File: src/hw/rtl/pce_sobol_ram.sv
// Generic single-write, single-read RAM with registered read data.
module pce_sobol_ram #(
  parameter int WIDTH = 64,
  parameter int DEPTH = 15,
  localparam int ADDR_W = (DEPTH > 1) ? $clog2(DEPTH) : 1
) (
  input  logic              clk,
  input  logic              we,
  input  logic [ADDR_W-1:0] waddr,
  input  logic [WIDTH-1:0]  wdata,
  input  logic [ADDR_W-1:0] raddr,
  output logic [WIDTH-1:0]  rdata
);

  logic [WIDTH-1:0] mem [DEPTH];

  always_ff @(posedge clk) begin
    if (we) begin
      mem[waddr] <= wdata;
    end
    rdata <= mem[raddr];
  end

endmodule
File: config.mk
export PLATFORM = sky130hd
export DESIGN_NAME = pce_sobol_ram
export DESIGN_NICKNAME = d
export VERILOG_FILES = /design/src/hw/rtl/pce_sobol_ram.sv
export SDC_FILE = /design/constraint.sdc
export NUM_CORES = 1
export LEC_CHECK = 0
export BUFFER_PORTS_ARGS = -buffer_cell sky130_fd_sc_hd__buf_2
export CELL_PAD_IN_SITES_DETAIL_PLACEMENT = 1
export CELL_PAD_IN_SITES_GLOBAL_PLACEMENT = 2
export CORE_MARGIN = 3
export CORE_UTILIZATION = 49
export CTS_CLUSTER_DIAMETER = 100
export DETAILED_ROUTE_END_ITERATION = 10
export GPL_TIMING_DRIVEN = 0
export PLACE_DENSITY_LB_ADDON = 0.1
export SLEW_MARGIN = 20
export SYNTH_ARGS = -nofsm -noshare
export SYNTH_HDL_FRONTEND = slang
export SYNTH_SLANG_ARGS = --single-unit
export TNS_END_PERCENT = 20
File: constraint.sdc
create_clock -name clk -period 8.2 [get_ports clk]
set_clock_uncertainty 0.05 [all_clocks]
set_input_delay 1.64 -clock clk [delete_from_list [all_inputs] [get_ports clk]]
set_output_delay 1.64 -clock clk [all_outputs]
set_load 0.05 [all_outputs]
Yosys cells after proc, flatten, opt, wreduce, memory -nomap -nowiden

Memories as Yosys holds them, arrays and structs flattened. A register that Yosys moved wholly into a read port is not among the register bits.
Index checks and enable logic that the tools add are counted.

Mux-type cells: 2

Operators by type and width:

| cell    | count |
|---|---|
| $mux W1 | 2 |

Flip-flop bits (word level): 0
RAM bits: 960
Word-level logic and storage cells: 3
Memories kept: 1

Memory list:

| name | depth | bits a word | rd ports | clocked after Yosys merged registers in | write ports | line | RTL |
|---|---|---|---|---|---|---|---|
| mem  | 15    | 64          | 1        | 1                                       | 1           | 15   | `logic [WIDTH-1:0] mem [DEPTH];` |

Logic depth before layout (Yosys ltp)

Gate-level depths: netlist of run 1.

Depth in word-level cells: 2
Depth in mapped cells: 7

Least setup slack after synthesis of run 1

No wires, ideal clock.

Kind: input -> register
Start point: in waddr[2]
End point: mem mem[0][0], enable pin
Library setup time: 0.565 ns
Arrival time: 6.503 ns
Slack: 1.081 ns
Stages: 2
Path buffers: 0
Cell sequence: or3b_2 > nor3_1

RTL lines:

| what        | line | RTL |
|---|---|---|
| from (decl) | 9    | `input logic [ADDR_W-1:0] waddr,` |
| to (decl)   | 15   |  |

No word-level cell before the write port.

Final worst setup path of run 1

Start point: in we
End point: mem mem[12][41], enable pin

Longest elaborated chain between the ends: 2

RTL lines:

| what                          | line | RTL |
|---|---|---|
| from (decl)                   | 8    | `input logic we,` |
| $mux W1                       | 18   | `if (we) begin` |
| $mux W1 (implied by the code) | 19   | `mem[waddr] <= wdata;` |

No other way between the ends.

==> results.md, run 1 <==
* P_leak at 14.6 nW
* Fin. Hold Viols at 0
* Overall power at 11.2 mW
* Most area-hungry cell type in the Yosys netlist: edfxtp_1
* Post-DP Area at 41,000 um2
* Worst-Skew Late Latency at 0.66 ns
* EDFF count, synth at 960
* R2r startpoint: mem[7][16]$_DFFE_PP_
* Cells on worst reg2reg path at 3
* Layout cell share with drive strength beyond 1 at 29.1%
* Iter 0 DRT Violations at 2,031
* CTS HTree Levels at 3
* Count of different cell masters after synthesis at 26
* Max clock buf depth at 3
* Worst slew pin tran at 0.907 ns
* Ys flop type: edfxtp_1
* Gpl congestion at 0.737
* Worst setup margin at 4.88 ns
* Crit-path max FO at 9
* Hold Path Depth at 2
* Initial Util at 50.0%
* Largest net degree at the start of global routing at 22
* Final hold slack at 0.506 ns
* Clock root cell: clkbuf_16
* Die boundary width at 283 um
* CTS tree: done
* DR vias/cell at 5.90
* Post-synth top area share at 76.6%
* IO Port Bufs at 135
* Final Critical Period at 3.32 ns
* Clock power share at 41.4%
* Slew headroom at 39.3%
* WHS Endpoint: rdata[49]$_DFF_P_
* Async SR Flop Fraction at 0%
* CP endpoint kind: register
* Most numerous cell in the Yosys netlist: edfxtp_1
* Flop pwr share at 52.3%
* Unrepaired setup endpoints after global routing: false
* Cells after synthesis at 1,756
* Endpoints failing setup at 0
* Switching Power at 2.45 mW
* Worst min path class: reg -> reg
* Max-slew violation count at 0
* Core area at 75,300 um2
* Vias in the first global route at 20,300
* Combinational power share at 6.3%
* Residual DRC count at 0
* Synth Warn # at 0
* Sequential share of the synthesized area at 80.0%
* Area growth syn-to-layout at 17.8%
* GRT Resource Usage Total at 23.4%
* Internal power at 8.79 mW
* Hold Path Origin: mem[14][49]$_DFFE_PP_
* Crit start category: input pin
* First-pass GRT wire length at 138,000 um
* Switching Share at 21.8%
* Rows at 100
* CP required at 8.50 ns
* Worst-path clk slew at 0.06 ns
* R2r endpoint: rdata[16]$_DFF_P_
* Total CTS buffers at 103
* Most frequent cells after synthesis: 960 x edfxtp_1, 178 x mux4_2, 78 x mux2i_1
* Resize count post-CTS at 0
* P per Cell Area at 254 nW/um2
* Overall die height at 283 um
* Setup bufs post-CTS at 0
* Syn nets at 1,830
* Max-cap violation count at 0
* Peak Freq at 0.301 GHz
* Detailed-route wire length per cell at 29.2 um
* Hold Buf Count CTS at 0
* R2r setup slk at 6.65 ns
* CP Class: in -> reg
* Antenna-violating nets left at 0
* Pre-CTS WS at 4.18 ns
* Antenna violations before repair at 5
* Net count, final at 2,149
* Status: complete, no violations
* Final WL at 92,800 um
* GR Overflow Total at 0
* Final design utilization at 58.8%
* # clock sinks at 1,024
* Fin crit share at 40.5%
* Top post-synthesis cells by area: edfxtp_1 77%, mux4_2 11%, dfxtp_1 3.4%
* Worst Path Arrival at 3.62 ns
* Worst VDD drop at 0.193 mV
* Vias at 18,800
* DPL Wire Length at 60,700 um
* Die area at 80,200 um2
* Ports at 138
* Drt pass-1 iters at 7
* Post-Syn Area per Cell at 21.4 um2
* Post-Syn Area at 37,600 um2
* Seq cells post-synth at 1,024
* Finished Cell Area at 44,300 um2
[registers in the layout, summed over array words and instances (netlist names)]
register and cells:
mem 960, rdata 64
[power groups by stage]
stage	Sequential [mW]	Combinational (mW)	Clock, mW
after floorplan	6.12	0.292	0
after global placement	6.00	0.673	0
after detailed placement	5.99	0.717	0
after CTS	5.88	0.720	4.74
after global routing	5.89	0.758	4.97
final	5.88	0.708	4.65
[final cells by class]
type / instances / area, um2
fillers: 6507 / 31000
flip-flops and latches: 1024 / 30100
multi-input cells: 636 / 7070
clock buffers: 145 / 2930
repair buffers: 214 / 1930
well taps: 1020 / 1280
plain buffers: 95 / 557
clock inverters: 48 / 437
inverters: 1 / 3.75
diodes: 1 / 2.50
[worst max-delay path, cell delays in order]
cell     delay (ns)
buf_2          0.11
nand3_1        0.23
nor3_2         0.70
buf_4          0.34
buf_6          0.18
buf_4          0.19
buf_4          0.21
[metal layers]
layer  track usage, %  vias up  part of all wire (%)
met4             6.17        6                   1.9
li1                 -     7932                     -
met2             36.9      647                    48
met5                0        -                 0.043
met1             34.5    10100                    44
met3             3.82      118                   6.3
[worst max path at each step]
stage             start                     to  slack, ns  cells after the start
3_3_place_gp   waddr[2]   mem[0][41]$_DFFE_PP_      -4.23                      3
2_1_floorplan  waddr[2]    mem[0][0]$_DFFE_PP_       1.08                      2
6_report             we  mem[12][41]$_DFFE_PP_       4.88                      7
4_1_cts              we  mem[12][41]$_DFFE_PP_       4.87                      7
3_5_place_dp         we  mem[12][41]$_DFFE_PP_       4.18                      7
5_1_grt              we  mem[12][41]$_DFFE_PP_       4.77                      7
[stage by stage]
stage | setup TNS (ns) | instances
3_5_place_dp | 0 | 2990
2_1_floorplan | 0 | 1756
4_1_cts | 0 | 3183
3_3_place_gp | -1362.95 | 2911
5_1_grt | 0 | 3183
6_report | 0 | 3184
[placed cells by master (no fill, tap or decap), drive strengths merged]
master,n
a211o,14
a21oi,50
a22oi,64
a31oi,14
buf,281
bufinv,7
clkbuf,173
clkinv,33
clkinvlp,4
dfxtp,64
diode,1
edfxtp,960
inv,5
mux2i,78
mux4,178
nand2,52
nand2b,17
nand3,1
nand3b,2
nor2,65
nor2b,17
nor3,4
o211ai,50
o21ai,14
o22ai,14
or2,1
or3b,1
[logic make-up after synthesis]
family / share of synthesized area, %
flip-flops: 80.0
multiplexers: 12.7
AO/OA/AOI/OAI: 3.92
AND/OR/NAND/NOR: 1.88
buffers and inverters: 1.49
Note: power is estimated with default switching activity, not from simulation.
==> run 2, diff against run 1 <==
==> constraint.sdc (replaced) <==
create_clock -name clk -period 3.1 [get_ports clk]
set_clock_uncertainty 0.05 [all_clocks]
set_input_delay 0.62 -clock clk [delete_from_list [all_inputs] [get_ports clk]]
set_output_delay 0.62 -clock clk [all_outputs]
set_load 0.05 [all_outputs]
==> results.md, run 2 (synthesized netlist as in run 1, its figures left out) <==
* Worst-Skew Late Latency at 0.66 ns (about the same)
* Max clock buf depth at 3 (unchanged)
* Worst-path cell chain: buf_2 -> buf_2 -> clkbuf_1 -> mux4_2 -> a22oi_1 -> o21ai_1
* Ports at 138 (unchanged)
* Unrepaired setup endpoints after global routing: false
* Commonest non-fill, non-tap cells in the layout: 960 x edfxtp_1, 178 x mux4_2, 169 x buf_2
* # clock sinks at 1,024 (unchanged)
* Crit-path slowest cell: clkbuf_1
* Total CTS buffers at 103 (unchanged)
* Top Registers: mem (960), rdata (64)
* Cells on worst reg2reg path at 3 (unchanged)
* Fin crit share at 74.7%
* Iter 0 DRT Violations at 2,090 (+2.9%)
* Worst slew pin tran at 1.00 ns (+0.0974 ns)
* CTS tree: done
* Most used cell, CP: buf_2
* Met1 Use GR at 34.9% (+0.42 points)
* Commonest non-fill, non-tap cell in the layout: edfxtp_1
* Core area at 75,300 um2 (unchanged)
* R2r endpoint: rdata[22]$_DFF_P_
* Antenna-violating nets left at 0 (unchanged)
* R2r setup slk at 1.51 ns (-5.14 ns)
* Largest Register: mem
* Net count, final at 2,136 (-0.60%)
* Pre-CTS WS at 0.144 ns (-4.03 ns)
* Overall die height at 283 um (unchanged)
* Initial Util at 50.0% (unchanged)
* R2r startpoint: mem[6][22]$_DFFE_PP_
* Rows at 100 (unchanged)
* Max-slew violation count at 0 (unchanged)
* Status: complete, no violations
* CP required at 3.54 ns (-4.96 ns)
* Worst VDD drop at 0.704 mV (+270%)
* Drt pass-1 iters at 5 (-2)
* P_leak at 14.6 nW (+0.24%)
* Worst Path Arrival at 2.75 ns (-0.87 ns)
* Met3 usage at 3.77% (-0.048 points)
* Hold Buf Count CTS at 0 (unchanged)
* Endpoints failing setup at 0 (unchanged)
* CP endpoint kind: register
* Crit path max-delay family: buffers and inverters
* Detailed-route wire length per cell at 29.7 um (+2.0%)
* Crit-path max FO at 10 (+1)
* Slew headroom at 32.8% (-6.5 points)
* Worst setup margin at 0.786 ns (-4.10 ns)
* DR vias/cell at 5.90 (about the same)
* Final WL at 94,400 um (+1.7%)
* GRT Resource Usage Total at 23.7% (+0.28 points)
* Final Critical Period at 2.31 ns
* Residual DRC count at 0 (unchanged)
* CTS HTree Levels at 3 (unchanged)
* Crit start category: input pin
* Finished Cell Area at 44,600 um2 (+0.55%)
* Fin. Hold Viols at 0 (unchanged)
* Die boundary width at 283 um (unchanged)
* First-pass GRT wire length at 139,000 um (+0.43%)
* Hold Path Origin: wdata[3]
* Post-DP Area at 41,100 um2 (+0.33%)
* Final hold slack at 0.279 ns (-0.227 ns)
* Vias at 18,700 (-0.34%)
* Largest net degree at the start of global routing at 20 (-9.1%)
* Worst min path class: in -> reg
* WHS Endpoint: mem[2][3]$_DFFE_PP_
* Resize count post-CTS at 0 (unchanged)
* GR Overflow Total at 0 (unchanged)
* GRT Max-Usage Layer: met2
* Worst-path clk slew at 0.06 ns (about the same)
* Slowest Stage Delay on Critical Path at 0.73 ns (+0.03 ns)
* CP startpoint: raddr[2]
* Max reg flops at 960 (unchanged)
* Antenna violations before repair at 9 (+4)
* P per Cell Area at 676 nW/um2 (+170%)
* Peak Freq at 0.432 GHz
* Hold Path Depth at 1 (-1)
* Vias in the first global route at 20,100 (-1.1%)
* Layout cell share with drive strength beyond 1 at 28.7% (-0.43 points)
* CP bufs+invs at 3 (-2)
* IO Port Bufs at 135 (unchanged)
* Max-cap violation count at 0 (unchanged)
* CP Class: in -> reg
* Setup bufs post-CTS at 0 (unchanged)
* Placed Cells at 2,977 (-0.43%)
* Area growth syn-to-layout at 18.4%
* GR met2 Demand/Resource at 37.6% (+0.68 points)
* DPL Wire Length at 60,900 um (+0.34%)
* Final cell count without fillers at 3,174 (-0.31%)
* Gpl congestion at 0.710 (-3.6%)
* Die area at 80,200 um2 (unchanged)
* Clock root cell: clkbuf_16
==> run 2: area by class of cell <==
cell class	instances	area, um2
fill	6406	30800
sequential	1024	30100
multi-input combinational	636	7100
clock buffer	138	2840
timing repair buffer	201	2040
tap	1020	1280
clock inverter	55	626
buffer	95	557
antenna	4	10.0
inverter	1	3.75
==> run 2: routing by layer <==
layer  routed length [um]  part of all wire (%)
met3                 6120                   6.5
met5                   45                 0.048
met1                41400                    44
met4                 2150                   2.3
met2                44800                    47
==> run 2: worst register-to-register path, stage by stage, from the launching register on <==
cell	delay, ns
edfxtp_1	0.39
mux4_2	0.49
a22oi_1	0.22
o211ai_1	0.23
==> run 2: how the worst max path moves through the flow <==
stage,cells past startpoint,end
global route,6,rdata[55]$_DFF_P_
finish,6,rdata[55]$_DFF_P_
detailed placement,7,mem[0][44]$_DFFE_PP_
CTS,7,mem[0][44]$_DFFE_PP_
global placement,3,mem[10][47]$_DFFE_PP_
floorplan,2,mem[5][0]$_DFFE_PP_
==> run 2: power by group <==
| part | internal (mW) | switching [mW] |
|---|---|---|
| Clock | 7.52 | 5.14 |
| Sequential | 15.5 | 0.0877 |
| Combinational | 0.605 | 1.28 |
| Total | 23.6 | 6.51 |
==> run 2: per-stage QoR <==
step	TNS (ns)	utilization (%)	power, mW
final	0	59.2	30.1
after global routing	0	59.2	31.1
after CTS	0	59.2	30.3
after detailed placement	0	54.5	17.8
after global placement	-3660.47	52.6	17.6
after floorplan	-650.87	-	17.0
==> run 3, diff against run 2 <==
--- a/config.mk
+++ b/config.mk
@@ -5,11 +5,12 @@
 export SDC_FILE = /design/constraint.sdc
 export NUM_CORES = 1
 export LEC_CHECK = 0
+export ABC_AREA = 1
 export BUFFER_PORTS_ARGS = -buffer_cell sky130_fd_sc_hd__buf_2
 export CELL_PAD_IN_SITES_DETAIL_PLACEMENT = 1
 export CELL_PAD_IN_SITES_GLOBAL_PLACEMENT = 2
 export CORE_MARGIN = 3
-export CORE_UTILIZATION = 49
+export CORE_UTILIZATION = 42
 export CTS_CLUSTER_DIAMETER = 100
 export DETAILED_ROUTE_END_ITERATION = 10
 export GPL_TIMING_DRIVEN = 0
==> constraint.sdc (replaced) <==
create_clock -name clk -period 2.2 [get_ports clk]
set_clock_uncertainty 0.05 [all_clocks]
set_input_delay 0.44 -clock clk [delete_from_list [all_inputs] [get_ports clk]]
set_output_delay 0.44 -clock clk [all_outputs]
set_load 0.05 [all_outputs]
==> results.md, run 3 <==
* GR Overflow Total at 0 (unchanged)
* Max-slew violation count at 0 (unchanged)
* Net count, final at 4,126 (+93%)
* Largest net degree at the start of global routing at 22 (+10%)
* Vias in the first global route at 28,600 (+42%)
* Max reg flops at 960 (unchanged)
* R2r endpoint: rdata[43]$_DFF_P_
* Commonest non-fill, non-tap cell in the layout: nand2_1
* Final WL at 130,000 um (+37%)
* Ports at 138 (unchanged)
* # clock sinks at 1,024 (unchanged)
* Switching Share at 23.6% (+2.0 points)
* Gpl congestion at 0.761 (+7.1%)
* First-pass GRT wire length at 190,000 um (+37%)
* Combinational power share at 8.0% (+1.7 points)
* CTS tree: done
* Most numerous cell in the Yosys netlist: nand2_1
* Finished Cell Area at 48,700 um2 (+9.2%)
* CTS HTree Levels at 3 (unchanged)
* Residual DRC count at 0 (unchanged)
* Antenna-violating nets left at 0 (unchanged)
* Syn nets at 3,828 (+110%)
* Antenna violations before repair at 4 (-5)
* Area of the multi-input gates at 8980 um2 (+27%)
* Rows at 114 (+14%)
* Die boundary width at 321 um (+13%)
* Crit start category: input pin
* Unrepaired setup endpoints after global routing: false
* Status: complete, no violations
* Synth Warn # at 0 (unchanged)
* CP bufs+invs at 3 (unchanged)
* Peak Freq at 0.459 GHz
* Overall die height at 321 um (+13%)
* Fillcell total at 10,400 (+62%)
* Hold Buf Count CTS at 0 (unchanged)
* IO Port Bufs at 134 (-0.74%)
* Placed Cells at 5,215 (+75%)
* Main combinational cell family by area after synthesis: simple AND/OR/NAND/NOR gates
* Final Critical Period at 2.18 ns
* Post-Synth Adder-Cell Area at 0% (unchanged)
* Ys flop type: edfxtp_1
* Worst Path Arrival at 2.69 ns (-0.06 ns)
* Final design utilization at 50.0% (-9.2 points)
* Crit-path slowest cell: clkdlybuf4s15_1
* Vias at 27,800 (+48%)
* DR vias/cell at 5.13 (-13%)
* Detailed-route wire length per cell at 23.9 um (-20%)
* R2r startpoint: mem[7][43]$_DFFE_PP_
* Total CTS buffers at 111 (+7.8%)
* Cells after synthesis at 3,754 (+110%)
* Commonest non-fill, non-tap cells in the layout: 1,614 x nand2_1, 960 x edfxtp_1, 528 x nand3_1
* Clock root cell: clkbuf_16
* Post-synthesis compound-gate area fraction at 0% (-3.9 points)
* TNS Setup at 0 ns (unchanged)
* Register area at 30,100 um2 (unchanged)
* Worst-Skew Late Latency at 0.69 ns (+0.03 ns)
* Drt pass-1 iters at 5 (unchanged)
* Post-Syn Area per Cell at 11.1 um2 (-48%)
* Xor and xnor area share after synthesis at 0% (unchanged)
* Mux cell area share after synthesis at 0% (-13 points)
* Post-synthesis simple-gate area fraction at 21.3% (+19 points)
* Max-cap violation count at 0 (unchanged)
* Crit path max-delay family: buffers and inverters
* Worst slew pin tran at 1.05 ns (+0.0437 ns)
* Layout cell share with drive strength beyond 1 at 12.5% (-16 points)
* CP endpoint kind: register
* Fin crit share at 99.1%
* Initial Util at 42.7% (-7.3 points)
* Area growth syn-to-layout at 17.1%
* Fin. Hold Viols at 0 (unchanged)
* Endpoints failing setup at 0 (unchanged)
* Post-synth top area share at 69.3% (-7.3 points)
* Most area-hungry cell type in the Yosys netlist: edfxtp_1
* Clock power share at 41.8% (-0.3 points)
* Cells on worst reg2reg path at 6 (+3)
* Final cell count without fillers at 5,417 (+71%)
* Flop pwr share at 50.2% (-1.5 points)
* Hold Path Origin: wdata[10]
* Switching Power at 10.3 mW (+58%)
* WHS Endpoint: mem[4][10]$_DFFE_PP_
* Top post-synthesis cells by area: edfxtp_1 69%, nand2_1 15%, nand3_1 6.4%
* Worst min path class: in -> reg
* Iter 0 DRT Violations at 2,220 (+6.2%)
* Slowest Stage Delay on Critical Path at 0.86 ns (+0.13 ns)
* Most used cell, CP: nand3_1
* Worst-path cell chain: buf_4 -> buf_2 -> clkdlybuf4s15_1 -> nand3_1 -> nand3_1 -> nand2_1
* Post-DP Area at 45,200 um2 (+9.9%)
* DPL Wire Length at 88,500 um (+45%)
* EDFF count, synth at 960 (unchanged)
* Count of different cell masters after synthesis at 15 (-42%)
* Max clock buf depth at 3 (unchanged)
* Async SR Flop Fraction at 0% (unchanged)
* Worst VDD drop at 0.864 mV (+23%)
* Crit-path max FO at 10 (unchanged)
* Crit path depth at 6 (unchanged)
* Die area at 103,000 um2 (+28%)
* Sequential share of the synthesized area at 72.4% (-7.6 points)
* P per Cell Area at 896 nW/um2 (+33%)
* Final hold slack at 0.0881 ns (-0.191 ns)
* Top Registers: mem (960), rdata (64)
* R2r setup slk at 0.94 ns (-0.57 ns)
* P_leak at 20.0 nW (+37%)
* Most frequent cells after synthesis: 1,614 x nand2_1, 960 x edfxtp_1, 528 x nand3_1
* CP startpoint: raddr[2]
* Internal power at 33.3 mW (+41%)
* Post-Syn Area at 41,600 um2 (+10%)
* Core area at 97,400 um2 (+29%)
* GRT Resource Usage Total at 25.3% (+1.6 points)
* CP required at 2.71 ns (-0.83 ns)
* Hold Path Depth at 1 (unchanged)
* Seq cells post-synth at 1,024 (unchanged)
* Slew headroom at 30.1% (-2.7 points)
* CP Class: in -> reg
* Worst-path clk slew at 0.07 ns (about the same)
* Largest Register: mem
run 3: changes by cell type in the layout (fill, tap and decap cells not counted), moves of 24 or more:
cell / previous run / this run
nand2_1: 52 / 1614
mux4_2: 178 / 0
inv_1: 1 / 343
a21oi_1: 50 / 0
buf_6: 17 / 49
nor2_1: 54 / 30
a22oi_1: 64 / 0
buf_2: 169 / 225
o211ai_1: 50 / 0
mux2i_1: 78 / 0
nand3_1: 1 / 528
run 3: cell families after synthesis:
family	after synthesis
simple gates	2187
flops	1024
buf+inv	543
run 3: power groups by stage:
stage	logic (mW)	clock network, mW	registers (mW)
2_1_floorplan	1.47	0	22.8
3_3_place_gp	3.37	0	22.3
3_5_place_dp	3.51	0	22.3
4_1_cts	3.53	18.5	21.9
5_1_grt	3.78	19.3	21.9
6_report	3.47	18.2	21.9
run 3: final cells by class:
type,instances,area share (%)
sequential,1024,61.8
multi-input combinational,2187,18.5
clock buffer,149,6.25
timing repair buffer,185,3.83
tap,1276,3.28
inverter,347,2.70
buffer,196,2.68
clock inverter,52,0.964
antenna,1,0.00514
run 3: per-stage QoR:
step	power (mW)	worst slack, ns
2_1_floorplan	24.3	-0.634
3_3_place_gp	25.7	-3.32
3_5_place_dp	25.8	-0.672
4_1_cts	44.0	0.0724
5_1_grt	45.0	0.0572
6_report	43.6	0.0204
run 3: worst max-delay path by stage:
stage | endpoint | slack, ns
2_1_floorplan | mem[7][0]$_DFFE_PP_ | -0.63
3_3_place_gp | mem[6][46]$_DFFE_PP_ | -3.32
3_5_place_dp | rdata[43]$_DFF_P_ | -0.67
4_1_cts | rdata[43]$_DFF_P_ | 0.07
5_1_grt | rdata[43]$_DFF_P_ | 0.06
6_report | rdata[43]$_DFF_P_ | 0.02
run 3: worst register-to-register path, stage by stage (launching register included):
cell	delay [ns]
edfxtp_1	0.36
inv_1	0.06
nand2_1	0.05
nand3_1	0.10
nand3_1	0.16
nand3_1	0.27
nand2_1	0.11
run 3: what timing repair did:
action / 4_1_cts / 5_1_grt
setup buffers: 0 / 0
resized for setup: 0 / 2
endpoints found under the setup margin: 0 / 1
run 3: routing by layer:
layer  vias up  global-route usage, %  routed length (um)
met5         -                      0                   0
met4         0                   6.96                3680
met3       195                   3.04                5310
met2       584                   43.5               63600
met1     14000                   34.0               57100
li1      13000                      -                   -
